<file path="config.mk">
export PLATFORM = sky130hd
export DESIGN_NAME = first_match_packet_filter_core
export DESIGN_NICKNAME = d
export VERILOG_FILES = /design/src/sv/fmpf_pkg.sv /design/src/sv/first_match_packet_filter_core.sv /design/src/sv/fmpf_front.sv /design/src/sv/fmpf_queue.sv /design/src/sv/fmpf_back.sv
export SDC_FILE = /design/constraint.sdc
export NUM_CORES = 1
export LEC_CHECK = 0
export ABC_AREA = 1
export BUFFER_PORTS_ARGS = -buffer_cell sky130_fd_sc_hd__buf_2
export CAP_MARGIN = 10
export CORE_UTILIZATION = 68
export DETAILED_ROUTE_END_ITERATION = 7
export GPL_TIMING_DRIVEN = 0
export PLACE_DENSITY_LB_ADDON = 0.1
export SETUP_SLACK_MARGIN = 0.15
export SYNTH_ARGS = -nofsm -noshare
export SYNTH_HDL_FRONTEND = slang
export SYNTH_HIERARCHICAL = 1
export SYNTH_SLANG_ARGS = --single-unit
</file>
<file path="constraint.sdc">
create_clock -name clk -period 6.65 [get_ports clk]
set_input_delay 0.3325 -clock clk [delete_from_list [all_inputs] [get_ports clk]]
set_output_delay 0.3325 -clock clk [all_outputs]
set_load 0.03 [all_outputs]
</file>
<file path="src/sv/fmpf_pkg.sv">
// Shared types and constants for the first-match packet filter.
// No dependencies; imported by every module of the block.
`default_nettype none
package fmpf_pkg;

  localparam int MAX_RULES = 16;
  localparam int IDX_W     = (MAX_RULES > 1) ? $clog2(MAX_RULES) : 1;
  localparam int CNT_W     = $clog2(MAX_RULES + 1);
  localparam int MI_W      = 4;

  localparam logic [1:0] KIND_CHECK = 2'd0;
  localparam logic [1:0] KIND_ADD   = 2'd1;
  localparam logic [1:0] KIND_CLEAR = 2'd2;
  localparam logic [1:0] WILD_CODE  = 2'd2;

  typedef enum logic [1:0] {
    OP_CHECK,
    OP_ADD,
    OP_CLEAR,
    OP_NOP
  } op_t;

  typedef struct packed {
    logic [1:0]  kind;
    logic        rule_allow;
    logic [1:0]  protocol;
    logic [1:0]  direction;
    logic [31:0] ip_addr;
    logic [15:0] port_num;
  } cmd_t;

  typedef struct packed {
    logic            verdict;
    logic            matched;
    logic [MI_W-1:0] match_index;
    logic            add_rejected;
  } result_t;

  typedef struct packed {
    logic        allow;
    logic [1:0]  protocol;
    logic [1:0]  direction;
    logic [31:0] ip_addr;
    logic [15:0] port_num;
  } rule_t;

  typedef struct packed {
    op_t   op;
    rule_t rule;
  } qent_t;

  typedef struct packed {
    logic  push;
    qent_t ent;
  } qpush_t;

endpackage
`default_nettype wire

</file>
<file path="src/sv/first_match_packet_filter_core.sv">
// Top level of the first-match packet filter: front end, queue, rule engine.
// Depends on fmpf_pkg, fmpf_front, fmpf_queue, fmpf_back.
//
//   channel  | handshake        | beat
//   command  | start / busy     | cmd    (kind, rule_allow, protocol, direction, ip_addr, port_num)
//   result   | done (strobe)    | result (verdict, matched, match_index, add_rejected)
//
// One command per cycle sustained; done rises after the queue slot and then the done register.
// All rules are compared in parallel; the engine retires one queued op per cycle.
// Reset empties the rule table (count only) and the queue; no clearing pass.
// The engine pops every cycle, so the queue never fills and busy stays low.
`default_nettype none
module first_match_packet_filter_core (
  input  wire logic              clk,
  input  wire logic              rst,
  input  wire logic              start,
  input  wire fmpf_pkg::cmd_t    cmd,
  output logic                   busy,
  output logic                   done,
  output fmpf_pkg::result_t      result
);
  import fmpf_pkg::*;

  qpush_t qp;
  qent_t  head;
  logic   q_full;
  logic   q_valid;
  logic   pop;

  fmpf_front u_front (
    .start  (start),
    .cmd    (cmd),
    .q_full (q_full),
    .busy   (busy),
    .qp     (qp)
  );

  fmpf_queue u_queue (
    .clk       (clk),
    .rst       (rst),
    .qp        (qp),
    .pop       (pop),
    .full      (q_full),
    .not_empty (q_valid),
    .head      (head)
  );

  fmpf_back u_back (
    .clk     (clk),
    .rst     (rst),
    .q_valid (q_valid),
    .head    (head),
    .pop     (pop),
    .done    (done),
    .result  (result)
  );

endmodule
`default_nettype wire

</file>
<file path="src/sv/fmpf_front.sv">
// Front end: accepts command beats and classifies them into queue entries.
// Depends on fmpf_pkg.
`default_nettype none
module fmpf_front (
  input  wire logic          start,
  input  wire fmpf_pkg::cmd_t cmd,
  input  wire logic          q_full,
  output logic               busy,
  output fmpf_pkg::qpush_t   qp
);
  import fmpf_pkg::*;

  always_comb begin
    busy              = q_full;
    qp.push           = start && !q_full;
    qp.ent.rule.allow     = cmd.rule_allow;
    qp.ent.rule.protocol  = cmd.protocol;
    qp.ent.rule.direction = cmd.direction;
    qp.ent.rule.ip_addr   = cmd.ip_addr;
    qp.ent.rule.port_num  = cmd.port_num;
    unique case (cmd.kind)
      KIND_CHECK: qp.ent.op = OP_CHECK;
      KIND_ADD:   qp.ent.op = OP_ADD;
      KIND_CLEAR: qp.ent.op = OP_CLEAR;
      default:    qp.ent.op = OP_NOP;
    endcase
  end

endmodule
`default_nettype wire

</file>
<file path="src/sv/fmpf_queue.sv">
// Two-entry queue decoupling the front end from the rule engine.
// Depends on fmpf_pkg.
`default_nettype none
module fmpf_queue (
  input  wire logic             clk,
  input  wire logic             rst,
  input  wire fmpf_pkg::qpush_t qp,
  input  wire logic             pop,
  output logic                  full,
  output logic                  not_empty,
  output fmpf_pkg::qent_t       head
);
  import fmpf_pkg::*;

  qent_t      slots [2];
  logic       wr_ptr;
  logic       rd_ptr;
  logic [1:0] fill;
  logic       do_pop;

  assign do_pop    = pop && (fill != 2'd0);
  assign full      = (fill == 2'd2);
  assign not_empty = (fill != 2'd0);
  assign head      = slots[rd_ptr];

  always_ff @(posedge clk) begin
    if (qp.push) begin
      slots[wr_ptr] <= qp.ent;
    end
  end

  always_ff @(posedge clk) begin
    if (rst) begin
      wr_ptr <= 1'b0;
      rd_ptr <= 1'b0;
      fill   <= 2'd0;
    end else begin
      if (qp.push) begin
        wr_ptr <= !wr_ptr;
      end
      if (do_pop) begin
        rd_ptr <= !rd_ptr;
      end
      if (qp.push && !do_pop) begin
        fill <= fill + 2'd1;
      end else if (!qp.push && do_pop) begin
        fill <= fill - 2'd1;
      end
    end
  end

  a_no_overflow: assert property (@(posedge clk) disable iff (rst)
    full |-> !qp.push || do_pop) else $error("queue overflow");

  a_fill_range: assert property (@(posedge clk) disable iff (rst)
    fill != 2'd3) else $error("queue fill out of range");

endmodule
`default_nettype wire

</file>
<file path="src/sv/fmpf_back.sv">
// Rule engine: holds the rule table, executes one queued op per cycle and
// registers the result beat. Depends on fmpf_pkg.
`default_nettype none
module fmpf_back (
  input  wire logic            clk,
  input  wire logic            rst,
  input  wire logic            q_valid,
  input  wire fmpf_pkg::qent_t head,
  output logic                 pop,
  output logic                 done,
  output fmpf_pkg::result_t    result
);
  import fmpf_pkg::*;

  rule_t            rules [MAX_RULES];
  logic [CNT_W-1:0] rule_count;
  logic [CNT_W-1:0] rule_count_next;
  logic             table_full;
  logic [MAX_RULES-1:0] hit;
  logic             any_hit;
  logic [IDX_W-1:0] hit_idx;
  logic             do_write;
  result_t          result_next;

  assign pop        = q_valid;
  assign table_full = (rule_count == CNT_W'(MAX_RULES));

  always_comb begin
    for (int i = 0; i < MAX_RULES; i++) begin
      hit[i] = (CNT_W'(i) < rule_count)
        && (rules[i].protocol == head.rule.protocol || rules[i].protocol == WILD_CODE)
        && (rules[i].direction == head.rule.direction || rules[i].direction == WILD_CODE)
        && (rules[i].ip_addr == head.rule.ip_addr || rules[i].ip_addr == 32'd0)
        && (rules[i].port_num == head.rule.port_num || rules[i].port_num == 16'd0);
    end
  end

  always_comb begin
    any_hit = 1'b0;
    hit_idx = '0;
    for (int i = MAX_RULES - 1; i >= 0; i--) begin
      if (hit[i]) begin
        any_hit = 1'b1;
        hit_idx = IDX_W'(i);
      end
    end
  end

  always_comb begin
    result_next     = '{verdict: 1'b1, matched: 1'b0, match_index: '0, add_rejected: 1'b0};
    rule_count_next = rule_count;
    do_write        = 1'b0;
    unique case (head.op)
      OP_CHECK: begin
        if (any_hit) begin
          result_next.verdict     = rules[hit_idx].allow;
          result_next.matched     = 1'b1;
          result_next.match_index = MI_W'(hit_idx);
        end
      end
      OP_ADD: begin
        if (table_full) begin
          result_next.add_rejected = 1'b1;
        end else begin
          do_write        = q_valid;
          rule_count_next = rule_count + CNT_W'(1);
        end
      end
      OP_CLEAR: begin
        rule_count_next = '0;
      end
      OP_NOP: begin
      end
    endcase
  end

  always_ff @(posedge clk) begin
    if (do_write) begin
      rules[rule_count[IDX_W-1:0]] <= head.rule;
    end
  end

  always_ff @(posedge clk) begin
    if (rst) begin
      rule_count <= '0;
      done       <= 1'b0;
    end else begin
      done <= q_valid;
      if (q_valid) begin
        rule_count <= rule_count_next;
      end
    end
  end

  always_ff @(posedge clk) begin
    if (q_valid) begin
      result <= result_next;
    end
  end

  a_count_bound: assert property (@(posedge clk) disable iff (rst)
    rule_count <= CNT_W'(MAX_RULES)) else $error("rule count beyond table");

  a_reject_full: assert property (@(posedge clk) disable iff (rst)
    q_valid && head.op == OP_ADD && !table_full |=> rule_count == $past(rule_count) + CNT_W'(1))
    else $error("accepted add did not grow table");

  a_nomatch_idx: assert property (@(posedge clk) disable iff (rst)
    done && !result.matched |-> result.match_index == '0 && result.verdict)
    else $error("default verdict malformed");

  a_reject_excl: assert property (@(posedge clk) disable iff (rst)
    done && result.add_rejected |-> !result.matched && $past(table_full))
    else $error("reject without full table");

endmodule
`default_nettype wire
</file>
**After elaboration in Yosys (flattened, before gate mapping)**

Memory sizes are Yosys's and may differ from the RTL's. A register that Yosys moved wholly into a read port is not among the register bits.
Index checks and enable logic that the tools add are counted.

- Register bits after elaboration: 16
- Bits in writable memories: 958
- Input port bits: 58
- Output and inout port bits: 9
- Word-level logic and storage cells: 355
- Memories kept: 2

- Add/sub/neg operators: 3
- Order comparisons: 16
- Eq/ne operators: 103
- Multiplexer cells: 47
- Reductions and logical operators: 176

Memories:

| name | words | bits a word | read ports | clocked after Yosys merged registers in | write ports | line | text |
|---|---|---|---|---|---|---|---|
| u_back.rules | 16 | 53 | 17 | 1 | 1 | fmpf_back.sv:15 | `rule_t rules [MAX_RULES];` |
| u_queue.slots | 2 | 55 | 1 | 1 | 1 | fmpf_queue.sv:15 | `qent_t slots [2];` |

Operators by type and width:

| kind | number |
|---|---|
| == test 32 bit | 16 |
| zero test 32 bit | 16 |
| == test 16 bit | 16 |
| zero test 16 bit | 16 |
| == test 2 bit (second input constant) | 35 |
| logical AND 1 bit | 67 |
| == test 2 bit | 32 |
| logical OR 1 bit | 64 |
| two-way mux 4 bit | 16 |
| < comparator 4 x 5 -> 1 bit (first input constant) | 8 |
| two-way mux 1 bit | 25 |
| < comparator 3 x 5 -> 1 bit (first input constant) | 4 |
| < comparator 1 x 5 -> 1 bit (first input constant) | 2 |
| < comparator 2 x 5 -> 1 bit (first input constant) | 2 |
| two-way mux 5 bit | 2 |
| one-hot mux 5 bit (2 select lines) | 1 |
| zero test 1 bit | 6 |
| one-hot mux 2 bit (3 select lines) | 1 |
| nonzero test 2 bit | 3 |
| adder 5 x 1 -> 5 bit (second input constant) | 1 |
| == test 5 bit (second input constant) | 1 |
| == test 2 x 1 -> 1 bit (second input constant) | 2 |
| zero test 2 bit | 2 |
| two-way mux 2 bit | 2 |
| 5 further kinds | 5 |

**Logic depth before layout (Yosys ltp)**

Gate-level depths: netlist of run 1.
An unclocked memory read counts as a cell.

- Word-level depth: 25
- Gate-level depth with buffers: 35
- Mapped depth without buffers: 32

**By module**

The synthesis of run 1 kept the hierarchy.

By module, submodules not included:

| module | instances | cells each | area each (sq um) | sequential area each (sq um) |
|---|---|---|---|---|
| fmpf_back | 1 | 3334 | 40059.7 | 25794.7 |
| fmpf_queue | 1 | 206 | 4453.0 | 3403.3 |
| fmpf_front | 1 | 58 | 422.9 | 0.0 |

**Least setup slack after synthesis of run 1**

Ideal clock, no wire load.

- Path type: reg-to-reg
- Start: register with a tool-made name
- End: memory u_back/rules[0][0] in the netlist's numbering (enable)
- Setup time: 0.464 ns
- Data arrival time: 3.574 ns
- Data required time: 6.186 ns
- Path slack: 2.612 ns
- Stages on the path, launching flop included: 8
- Path buffers: 1
- Clock period less this slack: 4.038 ns
- Cell sequence: dfxtp_1 buf_6 mux2_2 nor2_1 inv_1 nor2_1 nand2_1 nor2_1

RTL lines:

| item | line |
|---|---|
| end, declared | fmpf_back.sv:15 |

==> results by stage, run 1 <==
Clocking:
- The post-CTS resize count is 0.
- The clock-pin slew on the worst setup and hold paths is 0.07 ns.
- The number of H-tree branching levels is 3.
- The count of hold-fix buffers inserted at cts is 56.
- The count of clock tree sinks is 976.
- The number of buffers inserted during clock tree synthesis is 95.
- The clock passes through at most 3 buffers.
- Post-CTS timing repair inserted 0 buffers for setup.
- For the worst-skew pair, the clock arrives at the later sink with an insertion delay of 0.65 ns.
- The clock tree from TritonCTS is yes.
- The root buffer cell chosen for the clock tree is clkbuf_16.

Finish:
- Once layout is complete, the utilization of the core stands at 0.771.
- Of the cells placed in the final design, the portion with a size suffix greater than 1 is 0.150.
- The number of fill cells in the layout is 3742.
- The area of all placed cells without fillers is 50100 sq um.
- Compared with the post-synthesis result, the final layout area differs by 11.4%.
- Summing all flip-flop and latch instances after layout gives 29200 sq um.
- The multi-input combinational cells in the finished layout cover a total of 13800 sq um.
- The final layout contains 3844 nets.

Placement:
- After legalization and detailed placement, the total HPWL measured 92000 um.
- At the end of routability-driven placement, the weighted congestion stood at 1.02.
- The count of input and output buffers is 11.
- The instance area at placement is 46600 sq um.
- Timing analysis after detailed placement gives a worst setup slack of 1.63 ns.

STA:
- Once routing completed, OpenROAD measured the worst setup slack at 1.51 ns.
- The highest attainable clock frequency is 194 MHz.
- The final critical path time including I/O delays and setup is 5.14 ns.
- Setup violations remaining at the end of the flow were counted as 0.
- The final number of max-transition violations was 0.
- On the final layout, the worst hold slack is 0.0851 ns.
- The number of endpoints with negative hold slack in the final report is 0.
- Setup repair after global routing left no endpoint under its margin.
- The clock skew is 0.0286 ns.
- The total negative slack for setup checks is 0 ns.
- The worst-case headroom to the max-slew limit is 0.147.
- The share of the cycle needed by the critical path after routing is 0.773.
- The transition time of the tightest slew-check pin is 1.26 ns.

Yosys:
- By count the netlist is led by edfxtp_1, nand2_1, xnor2_1.
- Of all flip-flops after synthesis, the portion carrying an async set or reset was 0.
- The cell area after synthesis is 44900 sq um.
- edfxtp_1 takes more of the synthesized area than any other cell.
- The warning count from the yosys run is 6.
- The mean post-synth cell area is 12.5 sq um.
- After synthesis, the cell types taking the most area are edfxtp_1, xnor2_1, nand2_1.
- The count of flip-flops with a built-in enable after synthesis is 965.
- Of the post-synthesis cell area, the dominant cell type holds 0.645.
- The most frequent cell after synthesis is edfxtp_1.
- The synthesized instance count is 3598.
- In the synthesized netlist the dominant register cell turns out to be edfxtp_1.
- The share of the Yosys chip area taken by registers is 0.650.
- When the netlist entered floorplanning its net count stood at 3661.
- The synthesized netlist contains 58 unique library cells.
- The number of flip-flops and latches in the synthesized netlist is 976.

Route:
- The number of vias in the routed layout is 31.3k.
- After the first detailed-routing iteration, the DRC count stood at 4325.
- In the final routed layout, each cell accounts on average for 29.5 um.
- After detailed routing, the total wire length is 139000 um.
- The detailed-router iteration count before antenna repair is 6.
- The detail route stage leaves a number of antenna-violating nets equal to 0.
- The number of remaining DRC errors is 0.
- Using the TritonRoute via totals, the vias-per-cell ratio works out to 6.64.

Pwr:
- The total power per unit cell area is 368 nW/um^2.
- The analysis attributes to net switching a power of 0.00633 W.
- The largest vdd supply drop is 0.000355 V.
- Of the total power, the clock network draws 0.277.
- Summed over all cells, the static leakage comes to 17.1 nW.
- The design internal power is 0.0121 W.
- Of the total power, the share spent switching nets is 0.343.
- The sequential share of power is 0.417.
- The combinational power share is 0.307.

Worst hold path:
- The sink of the worst hold path is u_queue/wr_ptr.
- In this run the worst hold path is classified as in2reg.
- Along the worst hold path, the cell count comes to 5.
- The beginning of the worst hold path is start.

Worst setup path:
- For the worst flop-to-flop path, the logic depth is 28.
- The critical path endpoint category is a flop.
- The element type at the critical path start is a flop.
- In this run the worst path has a maximum fanout of 17.
- The data required time at the worst endpoint is 7.04 ns.
- The setup path with the least slack is of type reg2reg.
- The endpoint arrival time on the critical path is 5.53 ns.
- The critical path's most frequent cell is nand2_1.
- The slowest cell on the critical path is nor3_1.
- The delay of the slowest cell on the worst path is 0.69 ns.
- Setup slack on the worst reg-to-reg path comes out at 1.51 ns.
- The capture instance of the worst register-to-register path is u_back/result[6].

Run status:
- The run finished with clean final reports.

GRT:
- The number of antenna violations at the first check in global routing was 2.
- Entering global routing, the biggest net connects 38 pins.
- The total global routing track utilization is 0.415.
- The global-route wire length before repair is 197000 um.
- Global routing finished with a remaining overflow of 0.
- The via count of the first global-routing pass came to 30.9k.

Floorplanning:
- The initial utilization of the core area, before any placement, comes to 0.692.
- From bottom edge to top edge, the die measures 259 um.
- The die covers 67100 sq um.
- The width of the chip is 259 um.
- The count of boundary I/O pins is 67.
- The total area inside the core boundary comes to 64900 sq um.
- In this run the core area contains 93 standard-cell rows.

Job:
- The number of max-capacitance violations reported is 0.
[flip-flops by register name, summed over array words and instances, names as in the netlist, named ones only]
name,count
u_back/done,1
u_back/result,7
u_back/rule_count,5
u_back/rules,848
u_queue/fill,2
u_queue/rd_ptr,1
u_queue/slots,110
u_queue/wr_ptr,1
[layer usage]
| layer | global-route usage | wire length (um) |
|---|---|---|
| met1 | 0.484 | 45300 |
| met2 | 0.693 | 67000 |
| met3 | 0.0723 | 14700 |
| met4 | 0.312 | 12200 |
| met5 | 0 | 14 |
[stage by stage]
stage | total power (W) | cells
2_1_floorplan | 0.0111 | 3598
3_3_place_gp | 0.0131 | 4464
3_5_place_dp | 0.0132 | 4483
4_1_cts | 0.0183 | 4713
5_1_grt | 0.0189 | 4713
6_report | 0.0184 | 4714
[cell type report]
class	instances	area share
sequential	976	0.583
clock inverter	59	0.00852
buffer	179	0.0272
clock buffer	115	0.0494
tap	855	0.0214
antenna	1	0.0000500
inverter	200	0.0150
multi-input combinational	2243	0.275
timing repair buffer	86	0.0200
[worst max-delay path by stage]
stage	end	slack [ns]
6_report	u_back/result[6]	1.51
5_1_grt	u_back/result[6]	1.49
4_1_cts	u_back/result[6]	1.60
3_5_place_dp	u_back/result[6]	1.63
3_3_place_gp	u_back/rules[13][47]	0.53
2_1_floorplan	u_back/rules[0][0]	2.61
[critical path: cells and delay by family (launching register included)]
| kind | cells | cell delay (ns) |
|---|---|---|
| compound gates | 1 | 0.48 |
| buf+inv | 5 | 1.24 |
| flops | 1 | 0.32 |
| mux | 1 | 0.36 |
| simple gates | 21 | 2.46 |
[cell usage in the layout (no fill, tap or decap), types with 17 or more instances in the layout]
| cell type | instances |
|---|---|
| xnor2_1 | 345 |
| nor2_1 | 191 |
| o2111ai_1 | 47 |
| buf_2 | 56 |
| edfxtp_1 | 965 |
| o21ai_0 | 43 |
| buf_6 | 26 |
| buf_12 | 23 |
| a21oi_1 | 47 |
| or2_2 | 123 |
| clkbuf_16 | 96 |
| clkinv_1 | 27 |
| inv_2 | 37 |
| clkinv_2 | 20 |
| nor4_1 | 213 |
| nor2_4 | 17 |
| clkbuf_1 | 27 |
| nor3_1 | 45 |
| nand4_1 | 147 |
| buf_4 | 95 |
| nand3_1 | 111 |
| nand2_1 | 611 |
| o22ai_1 | 18 |
| inv_1 | 163 |
| xor2_1 | 128 |
| mux2_4 | 50 |
| dlygate4sd3_1 | 56 |
[power by group through the flow]
stage	combinational, W	sequential, W	clock (W)
6_report	0.00565	0.00769	0.00510
3_5_place_dp	0.00543	0.00781	0
4_1_cts	0.00549	0.00768	0.00510
2_1_floorplan	0.00334	0.00781	0
3_3_place_gp	0.00525	0.00782	0
5_1_grt	0.00583	0.00770	0.00533
[logic make-up after synthesis]
| group | synth area share |
|---|---|
| buffers and inverters | 0.0470 |
| adders and majority gates | 0.00139 |
| DFF | 0.650 |
| xor gates and xnor gates | 0.0922 |
| and+or+nand+nor | 0.161 |
| AOI/OAI and AO/OA | 0.0311 |
| muxes | 0.0180 |
Note: power is estimated with default switching activity, not from simulation.
==> inputs of run 2 (changes only) <==
--- a/config.mk
+++ b/config.mk
@@ -5,10 +5,10 @@
 export SDC_FILE = /design/constraint.sdc
 export NUM_CORES = 1
 export LEC_CHECK = 0
-export ABC_AREA = 1
+export ABC_AREA = 0
 export BUFFER_PORTS_ARGS = -buffer_cell sky130_fd_sc_hd__buf_2
 export CAP_MARGIN = 10
-export CORE_UTILIZATION = 68
+export CORE_UTILIZATION = 57
 export DETAILED_ROUTE_END_ITERATION = 7
 export GPL_TIMING_DRIVEN = 0
 export PLACE_DENSITY_LB_ADDON = 0.1
==> constraint.sdc (replaced) <==
create_clock -name clk -period 4.6 [get_ports clk]
set_input_delay 0.23 -clock clk [delete_from_list [all_inputs] [get_ports clk]]
set_output_delay 0.23 -clock clk [all_outputs]
set_load 0.03 [all_outputs]
==> run 2 against run 1 <==
Net effect:
- die area rose by 14%
- clock power grew 60%
- critical endpoint unchanged
- register-to-register slack worse by 1.3 ns
- critical path type unchanged
- largest power group unchanged
- sequential power increased by 44%
- combinational power increased by 63%
==> results by stage, run 2 <==
Finish:
- The number of fill cells in the layout came to 4954 (+32%).
- The most frequent standard cell in the layout excluding fill and tap cells is edfxtp_1.
- The multi-input gate area in the final layout is 13400 sq um (-2.5%).
- The total number of nets in the final design came to 3112 (-19%).
- In the layout the commonest cells are edfxtp_1, xnor2_1, xor2_1.
- The share of layout cells above drive strength 1 is 0.178 (+0.0277).
- The area added between synthesis and finish is 17.4%.
- The number of standard cells in the layout, taps in and fillers out came to 4104 (-13%).
- The number of flip-flops under the largest register name is 848 (unchanged).
- The register cell area after layout is 29200 sq um (about the same).
- The area of all placed cells without fillers is 50600 sq um (+1.1%).

Yosys:
- The register area share after synthesis came to 0.678 (+0.0280).
- Ranked by instance count, the synthesized netlist is headed by edfxtp_1, xnor2_1, xor2_1.
- The most used flip-flop cell after synthesis is edfxtp_1.
- The most frequent cell after synthesis is edfxtp_1.
- The warning count from the yosys run is 6 (unchanged).
- The mean post-synth cell area is 15.4 sq um (+24%).
- The synthesized instance count is 2791 (-22%).
- The share of the synthesized area in the top cell type is 0.673 (+0.0278).
- The count of different cell masters after synthesis came to 73 (+26%).
- The largest area contributor in the netlist is edfxtp_1.
- The share of synthesized registers carrying an async set or reset was 0 (unchanged).
- Ranked by total cell area, the synthesized netlist is headed by edfxtp_1, xnor2_1, xor2_1.
- The cell area after synthesis is 43100 sq um (-4.1%).
- The number of flip-flops and latches in the synthesized netlist came to 976 (unchanged).
- The post-synthesis net count is 2854 (-22%).
- The count of flip-flops with a built-in enable after synthesis is 965 (unchanged).

Floorplanning:
- The vertical extent of the die is 277 um (+6.9%).
- The total die area is 76700 sq um (+14%).
- The count of boundary I/O pins came to 67 (unchanged).
- The width of the chip was 277 um (+6.9%).
- The cell row count is 100 (+7.5%).
- The total core area was 74600 sq um (+15%).
- The effective utilization at floorplan is 0.578 (-0.114).

Pwr:
- The total power per unit cell area is 563 nW/um^2 (+53%).
- The relative contribution of the clock network to total power is 0.287 (+0.010).
- The proportion of total power due to net switching is 0.343 (about the same).
- The sequential share of power is 0.390 (-0.027).
- The combinational power share is 0.323 (+0.016).
- The largest vdd supply drop is 0.000641 V (+80%).
- The design internal power was 0.0187 W (+54%).
- The leakage power of the design is 16.2 nW (-5.1%).
- The switching power summed over all nets is 0.00977 W (+54%).

Clocking:
- The count of clock tree sinks is 976 (unchanged).
- The clock latency on the worst-skew pair is 0.69 ns (+0.04 ns).
- The maximum clock path buffer count is 3 (unchanged).
- The clock tree from TritonCTS is yes.
- The number of H-tree branching levels is 3 (unchanged).
- The clock-pin slew on the worst setup and hold paths was 0.06 ns (about the same).
- The cell sitting at the root of the clock tree is a clkbuf_16.
- The number of buffers inserted during clock tree synthesis is 100 (+5.3%).

GRT:
- The via count of the first global-routing pass came to 26.9k (-13%).
- The number of antenna violations at the first check in global routing is 13 (+11).
- The total global routing track utilization is 0.342 (-0.0731).
- The global-route wire length before repair is 186000 um (-5.6%).
- The largest net degree at the start of global routing was 38 (unchanged).
- The aggregate global routing overflow is 0 (unchanged).

Route:
- The number of vias in the routed layout is 27.4k (-13%).
- The remaining antenna violation count is 0 (unchanged).
- The DRC violation total after the first TritonRoute iteration is 3757 (-13%).
- The total detailed-routing wirelength is 136000 um (-2.6%).
- The routed length per placed instance is 33.0 um (+12%).
- The ratio of routed vias to standard cells is 6.66 (+0.35%).
- The detailed-router iteration count before antenna repair was 6 (unchanged).
- The number of remaining DRC errors is 0 (unchanged).

Worst setup path:
- The critical path endpoint category is a flop.
- The category of the critical setup timing path is reg2reg.
- The endpoint arrival time on the critical path came to 4.82 ns (-0.71 ns).
- The element type at the critical path start is a flop.
- The data required time at the worst endpoint is 4.99 ns (-2.05 ns).
- The maximum fanout encountered on the critical timing path came to 7 (-10).

STA:
- The transition time of the tightest slew-check pin is 1.03 ns (-0.237 ns).
- The number of setup violations in the final report is 0 (unchanged).
- The worst-case headroom to the max-slew limit is 0.314 (+0.167).
- The final critical path time including I/O delays and setup is 4.43 ns (-0.713 ns).
- Setup repair after global routing could not meet its margin everywhere.
- The highest attainable clock frequency is 226 MHz (+16%).
- The post-layout worst setup margin came to 0.172 ns (-1.34 ns).
- The total negative slack for setup checks is 0 ns (unchanged).
- The share of the cycle needed by the critical path after routing is 0.963 (+0.189).
- The number of endpoints with negative hold slack in the final report came to 0 (unchanged).
- The final number of max-transition violations is 0 (unchanged).
- The clock skew was 0.0355 ns (+0.00686 ns).

Placement:
- The count of input and output buffers is 11 (unchanged).
- The instance area at placement is 45000 sq um (-3.4%).
- The half-perimeter wire length of the detailed placement result is 76600 um (-17%).
- The final RePlAce weighted congestion is 0.952 (-6.9%).
- The cell total after placement came to 3795 (-15%).
- The pre-CTS worst setup slack came to -0.851 ns (-2.48 ns).

Job:
- The number of max-capacitance violations reported was 0 (unchanged).

Worst hold path:
- The type of the tightest min-delay check is in2reg.

Run status:
- The flow ran to the end, and the final reports show no timing, DRC or antenna violations.
run 2: routing by layer:
layer,part of all wire,up-vias,global-route usage
met5,0.00043,-,0
met4,0.048,8,0.135
met2,0.43,1977,0.506
met3,0.13,377,0.0797
met1,0.39,13900,0.493
li1,-,11100,-
run 2: repair_timing:
item | CTS | global route
pin swaps | 14 | 23
setup endpoints to repair | 6 | 1
gates cloned | 0 | 7
hold buffers | 57 | 0
setup buffers | 44 | 21
hold endpoints to repair | 117 | 0
resized for setup | 129 | 89
run 2: stage by stage:
stage	hold WS, ns	utilization	total power [W]
5_1_grt	0.264	0.678	0.0290
4_1_cts	0.252	0.669	0.0277
6_report	0.265	0.678	0.0285
3_5_place_dp	0.418	0.604	0.0190
2_1_floorplan	0.299	-	0.0158
3_3_place_gp	0.415	0.595	0.0189
run 2: power groups by stage:
stage	combinational (W)	clock (W)	sequential, W
final	0.00920	0.00816	0.0111
after global routing	0.00931	0.00853	0.0111
after CTS	0.00842	0.00817	0.0111
after detailed placement	0.00777	0	0.0112
after global placement	0.00760	0	0.0113
after floorplan	0.00452	0	0.0112
run 2: worst paths after layout:
| check | start | endpoint | slack [ns] | cells after the start |
|---|---|---|---|---|
| max | flop | u_back/result[6] | 0.17 | 15 |
| min reg2reg | u_queue/fill[1] | u_queue/fill[1] | 0.56 | 2 |
| min | cmd[17] | u_queue/slots[1][17] | 0.27 | 2 |
| max reg2reg | flop | u_back/result[6] | 0.17 | 15 |
run 2: area by class of cell:
cell class | count | area share
multi-input cells | 1615 | 0.265
diodes | 7 | 0.000346
inverters | 31 | 0.00237
flip-flops and latches | 976 | 0.577
plain buffers | 165 | 0.0314
clock inverters | 59 | 0.0127
well taps | 969 | 0.0240
repair buffers | 160 | 0.0344
clock buffers | 122 | 0.0523
run 2: logic make-up (layout without fill, tap and decap cells):
group / Yosys count / in the layout / synth area share
AOI/OAI and AO/OA: 162 / 162 / 0.0275
xor gates and xnor gates: 775 / 775 / 0.158
adders and majority gates: 5 / 5 / 0.00145
buffers and inverters: 204 / 537 / 0.0340
DFF: 976 / 976 / 0.678
muxes: 63 / 67 / 0.0164
other: 0 / 7 / 0
and+or+nand+nor: 606 / 606 / 0.0853
run 2: critical path: stages (launching register included):
cell       delay (ns)
dfxtp_4          0.38
buf_12           0.18
clkbuf_16        0.17
mux2_4           0.33
buf_12           0.16
xor2_1           0.16
nor4_1           0.31
nand4_1          0.31
a2111oi_4        0.59
nand2_1          0.09
o2111a_2         0.31
o311ai_4         0.38
mux2_4           0.33
and3_4           0.18
o21ai_2          0.13
nand4_1          0.11
